==> src/aispe_pkg.sv <==
// ----------------------------------------------------------------------------
// aispe_pkg
// Constants and helpers shared by the AIS position report encoder.
// ----------------------------------------------------------------------------
package aispe_pkg;

  localparam int CHAR_W       = 8;
  localparam int SIX_W        = 6;
  localparam int PAYLOAD_BITS = 168;
  localparam int NUM_CELLS    = 28;
  localparam int IDX_W        = 6;
  localparam int IN_W         = 144;

  typedef logic [CHAR_W-1:0] char_t;
  typedef logic [IDX_W-1:0]  idx_t;
  typedef logic [SIX_W-1:0]  six_t;

  localparam idx_t IDX_FIRST    = 6'd0;
  localparam idx_t IDX_TALKER_1 = 6'd1;
  localparam idx_t IDX_TALKER_2 = 6'd2;
  localparam idx_t IDX_PAY_LO   = 6'd14;
  localparam idx_t IDX_PAY_HI   = 6'd41;
  localparam idx_t IDX_SUM_HI   = 6'd43;
  localparam idx_t IDX_HEX_HI   = 6'd45;
  localparam idx_t IDX_HEX_LO   = 6'd46;
  localparam idx_t IDX_LAST     = 6'd48;

  localparam char_t CHAR_LF = 8'h0A;
  localparam char_t CHAR_CR = 8'h0D;

  localparam logic [CHAR_W-1:0] TALKER_1_RST = 8'd65;
  localparam logic [CHAR_W-1:0] TALKER_2_RST = 8'd73;

  // six-bit payload armoring
  function automatic char_t armor(input six_t v);
    char_t w;
    w = {2'b00, v};
    return (v < 6'd40) ? char_t'(w + 8'd48) : char_t'(w + 8'd56);
  endfunction

  function automatic char_t hex_char(input logic [3:0] n);
    char_t w;
    w = {4'h0, n};
    return (n < 4'd10) ? char_t'(w + 8'h30) : char_t'(w + 8'h37);
  endfunction

  // fixed characters of the sentence frame
  function automatic char_t frame_char(input idx_t idx);
    char_t c;
    case (idx)
      6'd0:    c = "!";
      6'd3:    c = "V";
      6'd4:    c = "D";
      6'd5:    c = "M";
      6'd6:    c = ",";
      6'd7:    c = "1";
      6'd8:    c = ",";
      6'd9:    c = "1";
      6'd10:   c = ",";
      6'd11:   c = ",";
      6'd12:   c = "A";
      6'd13:   c = ",";
      6'd42:   c = ",";
      6'd43:   c = "2";
      6'd44:   c = "*";
      6'd47:   c = CHAR_CR;
      6'd48:   c = CHAR_LF;
      default: c = 8'h00;
    endcase
    return c;
  endfunction

endpackage

==> src/ais_position_report_encoder_core.sv <==
// ----------------------------------------------------------------------------
// ais_position_report_encoder_core
// AIS message 1 position report to NMEA VDM sentence encoder.
//
// Input stream (s_*): one pre-scaled report per transaction. Output stream
// (m_*): the 49-byte sentence "!ttVDM,1,1,,A,<28 chars>,2*HH" CR LF, one
// ASCII byte per transaction, tlast on the final line feed.
// The 168-bit report is loaded into a row of 28 six-bit cells that shift
// toward the head as payload characters go out; the XOR checksum is
// accumulated from the bytes as they pass.
// Accepting a report sets the sequencer active, which then registers the
// first byte into the output register; bytes go out one per cycle while
// the receiver does not stall. The next report is accepted in the cycle
// the line feed is registered, so sentences follow without gaps.
// When the receiver stalls, the output register holds and the sequencer
// waits. Reset clears the stream control and sets the talker to "AI".
// APB: talker byte 1 at 0x0, talker byte 2 at 0x4.
// ----------------------------------------------------------------------------
module ais_position_report_encoder_core (
  input  logic                     clk,
  input  logic                     rst,
  // tdata: msg_kind[5:0], vessel_mmsi[35:6], status_code[39:36],
  //        turn_rate[47:40], ground_speed[57:48], pos_accuracy[58],
  //        longitude_pos[86:59], latitude_pos[113:87], ground_course[125:114],
  //        utc_second[131:126], utc_hour[136:132], utc_minute[143:137]
  input  logic [aispe_pkg::IN_W-1:0] s_tdata,
  input  logic                     s_tvalid,
  output logic                     s_tready,
  // tdata: sentence_char[7:0]; tlast: last_char
  output aispe_pkg::char_t         m_tdata,
  output logic                     m_tvalid,
  input  logic                     m_tready,
  output logic                     m_tlast,
  input  logic                     psel,
  input  logic                     penable,
  input  logic                     pwrite,
  input  logic [2:0]               paddr,
  input  logic [31:0]              pwdata,
  output logic [31:0]              prdata,
  output logic                     pready
);
  import aispe_pkg::*;

  char_t talker_1;
  char_t talker_2;
  char_t sum;
  idx_t  idx;
  logic  active;

  logic  advance;
  logic  accept;
  logic  shift;
  char_t cur_byte;
  logic [PAYLOAD_BITS-1:0] packed_bits;
  six_t  cell_val [NUM_CELLS];

  assign pready = 1'b1;
  assign prdata = {24'h000000, paddr[2] ? talker_2 : talker_1};

  always_ff @(posedge clk) begin
    if (rst) begin
      talker_1 <= TALKER_1_RST;
      talker_2 <= TALKER_2_RST;
    end else if (psel && penable && pwrite) begin
      if (paddr[2]) begin
        talker_2 <= pwdata[7:0];
      end else begin
        talker_1 <= pwdata[7:0];
      end
    end
  end

  assign packed_bits = {s_tdata[5:0], 2'b00, s_tdata[35:6], s_tdata[39:36],
                        s_tdata[47:40], s_tdata[57:48], s_tdata[58],
                        s_tdata[86:59], s_tdata[113:87], s_tdata[125:114],
                        9'h1FF, s_tdata[131:126], 2'b00, 3'b000, 1'b0, 2'b00,
                        3'b001, s_tdata[136:132], s_tdata[143:137], 2'b00};

  assign advance  = active && (!m_tvalid || m_tready);
  assign s_tready = !active || (advance && (idx == IDX_LAST));
  assign accept   = s_tvalid && s_tready;
  assign shift    = advance && (idx inside {[IDX_PAY_LO:IDX_PAY_HI]});

  for (genvar i = 0; i < NUM_CELLS; i++) begin : g_cell
    six_t nxt;
    if (i == NUM_CELLS - 1) begin : g_tail
      assign nxt = '0;
    end else begin : g_mid
      assign nxt = cell_val[i+1];
    end
    aispe_cell u_cell (
      .clk      (clk),
      .load     (accept),
      .shift    (shift),
      .load_val (packed_bits[PAYLOAD_BITS-1-SIX_W*i -: SIX_W]),
      .next_val (nxt),
      .val      (cell_val[i])
    );
  end

  always_comb begin
    if (idx inside {[IDX_PAY_LO:IDX_PAY_HI]}) begin
      cur_byte = armor(cell_val[0]);
    end else begin
      case (idx)
        IDX_TALKER_1: cur_byte = talker_1;
        IDX_TALKER_2: cur_byte = talker_2;
        IDX_HEX_HI:   cur_byte = hex_char(sum[7:4]);
        IDX_HEX_LO:   cur_byte = hex_char(sum[3:0]);
        default:      cur_byte = frame_char(idx);
      endcase
    end
  end

  // idx wraps to the first byte at the end of a sentence and rests there
  always_ff @(posedge clk) begin
    if (rst) begin
      active   <= 1'b0;
      m_tvalid <= 1'b0;
      idx      <= IDX_FIRST;
    end else begin
      if (advance) begin
        m_tvalid <= 1'b1;
        m_tdata  <= cur_byte;
        m_tlast  <= (idx == IDX_LAST);
        idx      <= (idx == IDX_LAST) ? IDX_FIRST : idx_t'(idx + 6'd1);
        if (idx == IDX_FIRST) begin
          sum <= '0;
        end else if (idx <= IDX_SUM_HI) begin
          sum <= sum ^ cur_byte;
        end
      end else if (m_tready) begin
        m_tvalid <= 1'b0;
      end
      if (accept) begin
        active <= 1'b1;
      end else if (advance && (idx == IDX_LAST)) begin
        active <= 1'b0;
      end
    end
  end

  a_last_is_lf: assert property (@(posedge clk) disable iff (rst)
    m_tvalid && m_tlast |-> m_tdata == CHAR_LF)
    else $error("tlast on a byte other than line feed");

  a_accept_at_end: assert property (@(posedge clk) disable iff (rst)
    accept && active |-> advance && idx == IDX_LAST)
    else $error("report accepted in the middle of a sentence");

  a_start_after_accept: assert property (@(posedge clk) disable iff (rst)
    accept |=> active && idx == IDX_FIRST)
    else $error("sequencer did not restart after accept");

  a_idx_range: assert property (@(posedge clk) disable iff (rst)
    active |-> idx <= IDX_LAST)
    else $error("byte index beyond sentence length");

  a_tlast_ends: assert property (@(posedge clk) disable iff (rst)
    m_tvalid && m_tlast |-> !active || idx == IDX_FIRST)
    else $error("sequencer still running after final byte");

endmodule

==> src/aispe_cell.sv <==
// ----------------------------------------------------------------------------
// aispe_cell
// One six-bit payload cell; loads a packed symbol or takes its neighbor's.
// ----------------------------------------------------------------------------
module aispe_cell (
  input  logic              clk,
  input  logic              load,
  input  logic              shift,
  input  aispe_pkg::six_t   load_val,
  input  aispe_pkg::six_t   next_val,
  output aispe_pkg::six_t   val
);
  import aispe_pkg::*;

  always_ff @(posedge clk) begin
    if (load) begin
      val <= load_val;
    end else if (shift) begin
      val <= next_val;
    end
  end

endmodule

==> config.mk <==
export PLATFORM = sky130hd
export DESIGN_NAME = ais_position_report_encoder_core
export DESIGN_NICKNAME = d
export VERILOG_FILES = /design/src/aispe_pkg.sv /design/src/ais_position_report_encoder_core.sv /design/src/aispe_cell.sv
export SDC_FILE = /design/constraint.sdc
export NUM_CORES = 1
export LEC_CHECK = 0
export BUFFER_PORTS_ARGS = -buffer_cell sky130_fd_sc_hd__buf_2
export CORE_UTILIZATION = 55
export CTS_CLUSTER_DIAMETER = 40
export DETAILED_ROUTE_END_ITERATION = 6
export GPL_ROUTABILITY_DRIVEN = 0
export PLACE_DENSITY_LB_ADDON = 0.1
export SYNTH_ARGS = -nofsm -noshare
export SYNTH_HDL_FRONTEND = slang
export SYNTH_HIERARCHICAL = 1
export SYNTH_SLANG_ARGS = --single-unit
==> constraint.sdc <==
create_clock -name clk -period 6.1 [get_ports clk]
set_input_delay 0.915 -clock clk [delete_from_list [all_inputs] [get_ports clk]]
set_output_delay 0.915 -clock clk [all_outputs]
set_load 0.03 [all_outputs]
==> results by stage <==
Power and ir drop:
- The power per cell area is 303 mW/mm^2.
- Combinational logic burns 11.2% of the power.
- In this run the power spent charging and discharging nets is 923 uW.
- Summed over all cells, the static leakage comes to 5.68 nW.
- The worst supply voltage drop on vdd is 0.000239 V.
- Internal power comes to about 3.2 mW.
- The power share of the clock group is 45.7%.
- Per report_power, the sequential group accounts for 43.0% of the total.
- The proportion of total power due to net switching is 22.5%.
- The overall power consumption is 4.11 mW.

Clock network:
- After clock tree synthesis, the clock-pin slew on the worst setup and hold paths is 0.05 ns.
- The total of cells resized after clock tree synthesis is 0.
- CTS placed an instance of clkbuf_16 at the clock tree root.
- The number of buffers created by CTS is 34.
- The clock net sink count is 216.
- The total of hold buffers inserted after clock tree synthesis is 0.
- The H-tree depth reported by CTS is 2.
- Counting along the longest clock path gives a buffer depth of 3.
- The clock reaches the later pin of the worst-skew pair after 0.50 ns.
- TritonCTS built the clock tree.
- The number of setup buffers added after CTS is 0.

Worst setup path:
- The signal arrival time at the worst endpoint is 3.68 ns.
- The critical path's largest stage delay is between 0.8 and 0.9 ns.
- The worst register-to-register path ends at g_cell[19].u_cell/val[3]$_DFFE_PP_.
- The length in cells of the worst reg-to-reg path is 6.
- The slack of the worst reg-to-reg path is roughly 2.6 ns.
- The cell type of the slowest stage on the worst timing path is and2_4.
- The largest fanout on the critical path is 64.
- The critical path goes through and4bb_2 -> nand2_1 -> o21ai_0 -> and2_4 -> buf_4 -> or2_1.
- The critical path start-end classification is flop to flop.
- The required time reported for the critical path endpoint is ~6.3 ns.
- The worst setup path is captured at a flop.
- The kind of launch point of the worst setup path is a flop.
- The launch instance of the worst register-to-register path is idx[2]$_SDFFE_PP0N_.

Worst hold path:
- The destination of the worst hold path is talker_2[1]$_SDFFE_PP0P_.
- The origin of the worst min-delay path is talker_2[1]$_SDFFE_PP0P_.
- In this run the worst hold path is classified as flop to flop.
- The cell depth of the worst hold path is 2.

Drt:
- The first detailed-routing pass ran for 5 iterations.
- Summed over all layers, the routed wires come to 22,100 um.
- The final routed wire length divided by cell count is approximately 17 um.
- The routed via count is 6,815.
- The highest metal layer used by the detailed router is met5.
- In the detailed route, the total length drawn on met2 is 10,300 um.
- After the first detailed-routing iteration, the DRC count stood at 392.
- The total DRC errors in the routed layout is 0.
- The number of nets with antenna violations after detailed routing is 0.
- The detailed-routing wirelength on met1 is ~10000 um.
- After detailed routing, the number of vias per cell comes to 5.25.
- The routed design uses between 1500 and 2000 um of met3 wire.

Cells and area:
- The library cell used most frequently in the layout, excluding fill and tap cells, is edfxtp_1.
- The sequential cells in the finished layout cover a total of 0.00618 sq mm.
- The post-route non-filler standard cell count is 1,297.
- Compared with the post-synthesis result, the final layout area differs by 17.9%.
- The number of filler instances in the final layout is ~1.5k.
- The multi-input combinational cells in the finished layout cover a total of 0.00485 sq mm.
- In the layout the commonest cells are edfxtp_1, buf_2, mux2_4.
- The proportion of layout cells with a drive suffix above 1 is 42.4%.
- In the final design database the tool counted 1,201 nets.

Synth:
- The share of synthesized area occupied by flip-flops and latches is 53.8%.
- The synthesized netlist contains 68 unique library cells.
- The cell area after technology mapping is 0.0115 sq mm.
- In the synthesized netlist the dominant register cell turns out to be edfxtp_1.
- Of the total synthesized cell area, the portion taken by full adders, half adders and majority gates is between 1.5 and 2%.
- The fraction of synthesis flops using an asynchronous set or reset pin is 0%.
- The synthesis-stage register bit count is 216.
- After Yosys synthesis, and, or, nand and nor cells account for 7.55% of the synthesized area.
- The xor and xnor fraction of the mapped netlist area is 0.992%.
- The synthesized netlist devotes 5.88% of its cell area to compound gates.
- The number of enable-type register cells in the synthesized netlist is 185.
- The portion of synthesized area spent on multiplexers is roughly 24%.
- The count of warnings emitted by yosys is 6.
- The gate count after technology mapping is a little under 800.
- The average footprint of a synthesized cell is 14.5 sq um.
- The dominant combinational cell family by area after synthesis is multiplexers.

Global route:
- Entering global routing, the biggest net connects between 60 and 70 pins.
- The first global-routing pass estimated 34,200 um of wire.
- The overall fraction of global-route tracks in use is 20.5%.
- The number of global-route vias before repair is 6,661.
- The total grt overflow is 0.
- The number of antenna violations at the first check in global routing is 6.

Timing:
- Based on the critical path, the design can be clocked at up to 0.286 GHz.
- Dividing the final minimum period by the clock period gives 57.3%.
- For the pin with the worst max-slew slack, the measured transition is 1.11 ns.
- Summed over all failing endpoints, the final setup total negative slack is 0 ns.
- Setup slack on the critical path of the routed design comes to 2.60 ns.
- The worst pin sits at a relative slew slack of 26.3%.
- The worst path needs between 3 and 4 ns of the cycle, external delays included.
- The total count of hold-check failures in the final report came to 0.
- The max-slew violation count is 0.
- The setup violation total in the final timing report is 0.
- The worst clock skew is 0.0235 ns.
- Setup repair after global routing left no endpoint under its margin.

Floorplan:
- From bottom edge to top edge, the die measures 146 um.
- The initial core utilization is a little under three fifths.
- The top-level port count is 230.
- The die covers 0.0215 sq mm.
- The die width is 146 um.
- The floorplan has 52 rows.
- The floorplan core area is 0.0204 sq mm.

Placed design:
- The count of buffers from port buffering is between 150 and 200.
- The placed wire-length estimate is 15,500 um.
- Before CTS, the worst setup slack after placement is roughly 2.1 ns.
- Counting tap cells, the placed design contains a total of about 1.2k instances.

Outcome:
- The run finished with clean final reports.

Job:
- Max-cap violations in this run came to 0.
-- layout make-up --
cell class	instances	area share, %
Sequential cell	216	45.6
Multi-Input combinational cell	541	35.8
Timing Repair Buffer	185	7.15
Clock buffer	39	6.42
Tap cell	270	2.49
Clock inverter	21	1.86
Inverter	20	0.554
Antenna cell	5	0.0924
-- kinds of logic (layout without fill, tap and decap cells) --
family,after synthesis,after routing
flip-flops,216,216
multiplexers,191,191
buffers and inverters,89,265
XOR/XNOR,13,13
AND/OR/NAND/NOR,170,170
adder cells (fa/ha/maj),17,17
other,2,60
AO/OA/AOI/OAI,95,95
-- metal layers --
layer  global-route usage (%)  vias to the layer above
li1                         -                     3297
met4                     6.51                        4
met5                        0                        -
met3                     5.56                       36
met2                     32.7                      198
met1                     27.3                     3280
-- registers in the layout (all words and copies together) (netlist names), 6 cells and up, named ones only --
signal,cells
g_cell.u_cell/val,168
m_tdata,8
sum,8
talker_1,8
talker_2,8
idx,6
-- worst max-delay path: cells and delay by family (launching register included) --
family | cells | cell delay (ns)
AO/OA/AOI/OAI | 1 | 0.31
buffers and inverters | 1 | 0.47
flip-flops | 1 | 0.56
AND/OR/NAND/NOR | 4 | 1.79
-- synth_stat cells (2+ instances only) --
cell type | n | share of area (%)
and4_1 | 2 | 0.15
nand2_1 | 41 | 1.3
ha_1 | 17 | 1.9
nor2b_1 | 6 | 0.33
mux2_1 | 3 | 0.29
mux2i_1 | 9 | 0.78
a31oi_1 | 2 | 0.11
clkbuf_1 | 9 | 0.29
o2bb2ai_1 | 2 | 0.15
o211ai_1 | 7 | 0.46
nor3b_1 | 2 | 0.13
buf_6 | 30 | 2.9
o22a_1 | 3 | 0.23
edfxtp_1 | 185 | 48
conb_1 | 2 | 0.065
o2111ai_1 | 2 | 0.15
o21ai_0 | 12 | 0.52
a22oi_1 | 7 | 0.46
nor3_1 | 6 | 0.26
nor2_1 | 40 | 1.3
mux2_4 | 168 | 22
xor2_1 | 2 | 0.15
inv_1 | 18 | 0.59
a211oi_2 | 2 | 0.22
o22ai_1 | 6 | 0.33
xnor2_1 | 11 | 0.84
and3_1 | 5 | 0.27
and2_1 | 6 | 0.33
dfxtp_1 | 31 | 5.4
or2_1 | 29 | 1.6
buf_4 | 25 | 1.6
nand3_1 | 18 | 0.78
mux2_2 | 10 | 0.98
o21bai_1 | 2 | 0.13
a222oi_1 | 2 | 0.17
buf_2 | 4 | 0.17
nand4_1 | 3 | 0.16
a211oi_1 | 7 | 0.46
nand2b_1 | 3 | 0.16
and4b_1 | 3 | 0.26
a21oi_1 | 23 | 1.0
inv_2 | 2 | 0.065
-- worst max path at each step --
stage / start / to / slack [ns] / depth (start not counted)
after floorplan: m_tready / g_cell[0].u_cell/val[0]$_DFFE_PP_ / 1.99 / 7
after global placement: m_tready / g_cell[19].u_cell/val[3]$_DFFE_PP_ / 2.19 / 7
after detailed placement: m_tready / g_cell[19].u_cell/val[3]$_DFFE_PP_ / 2.13 / 7
after CTS: idx[2]$_SDFFE_PP0N_ / g_cell[19].u_cell/val[3]$_DFFE_PP_ / 2.56 / 6
after global routing: idx[2]$_SDFFE_PP0N_ / g_cell[19].u_cell/val[4]$_DFFE_PP_ / 2.40 / 6
final: idx[2]$_SDFFE_PP0N_ / g_cell[19].u_cell/val[3]$_DFFE_PP_ / 2.60 / 6
-- power groups by stage --
stage,clock network (mW),registers [mW],logic (mW)
after global placement,0,1.79,0.454
after global routing,1.99,1.77,0.497
final,1.88,1.77,0.462
after CTS,1.92,1.77,0.464
after floorplan,0,1.78,0.380
after detailed placement,0,1.79,0.461
-- metrics by stage --
step                utilization [%]  hold WS (ns)  cell area, sq um
floorplan                         -         0.446             11700
global placement               60.9         0.456             12400
detailed placement             60.9         0.471             12400
CTS                            66.4         0.480             13500
global route                   66.5         0.496             13500
finish                         66.5         0.478             13500
Power figures use the tool's default switching activity.
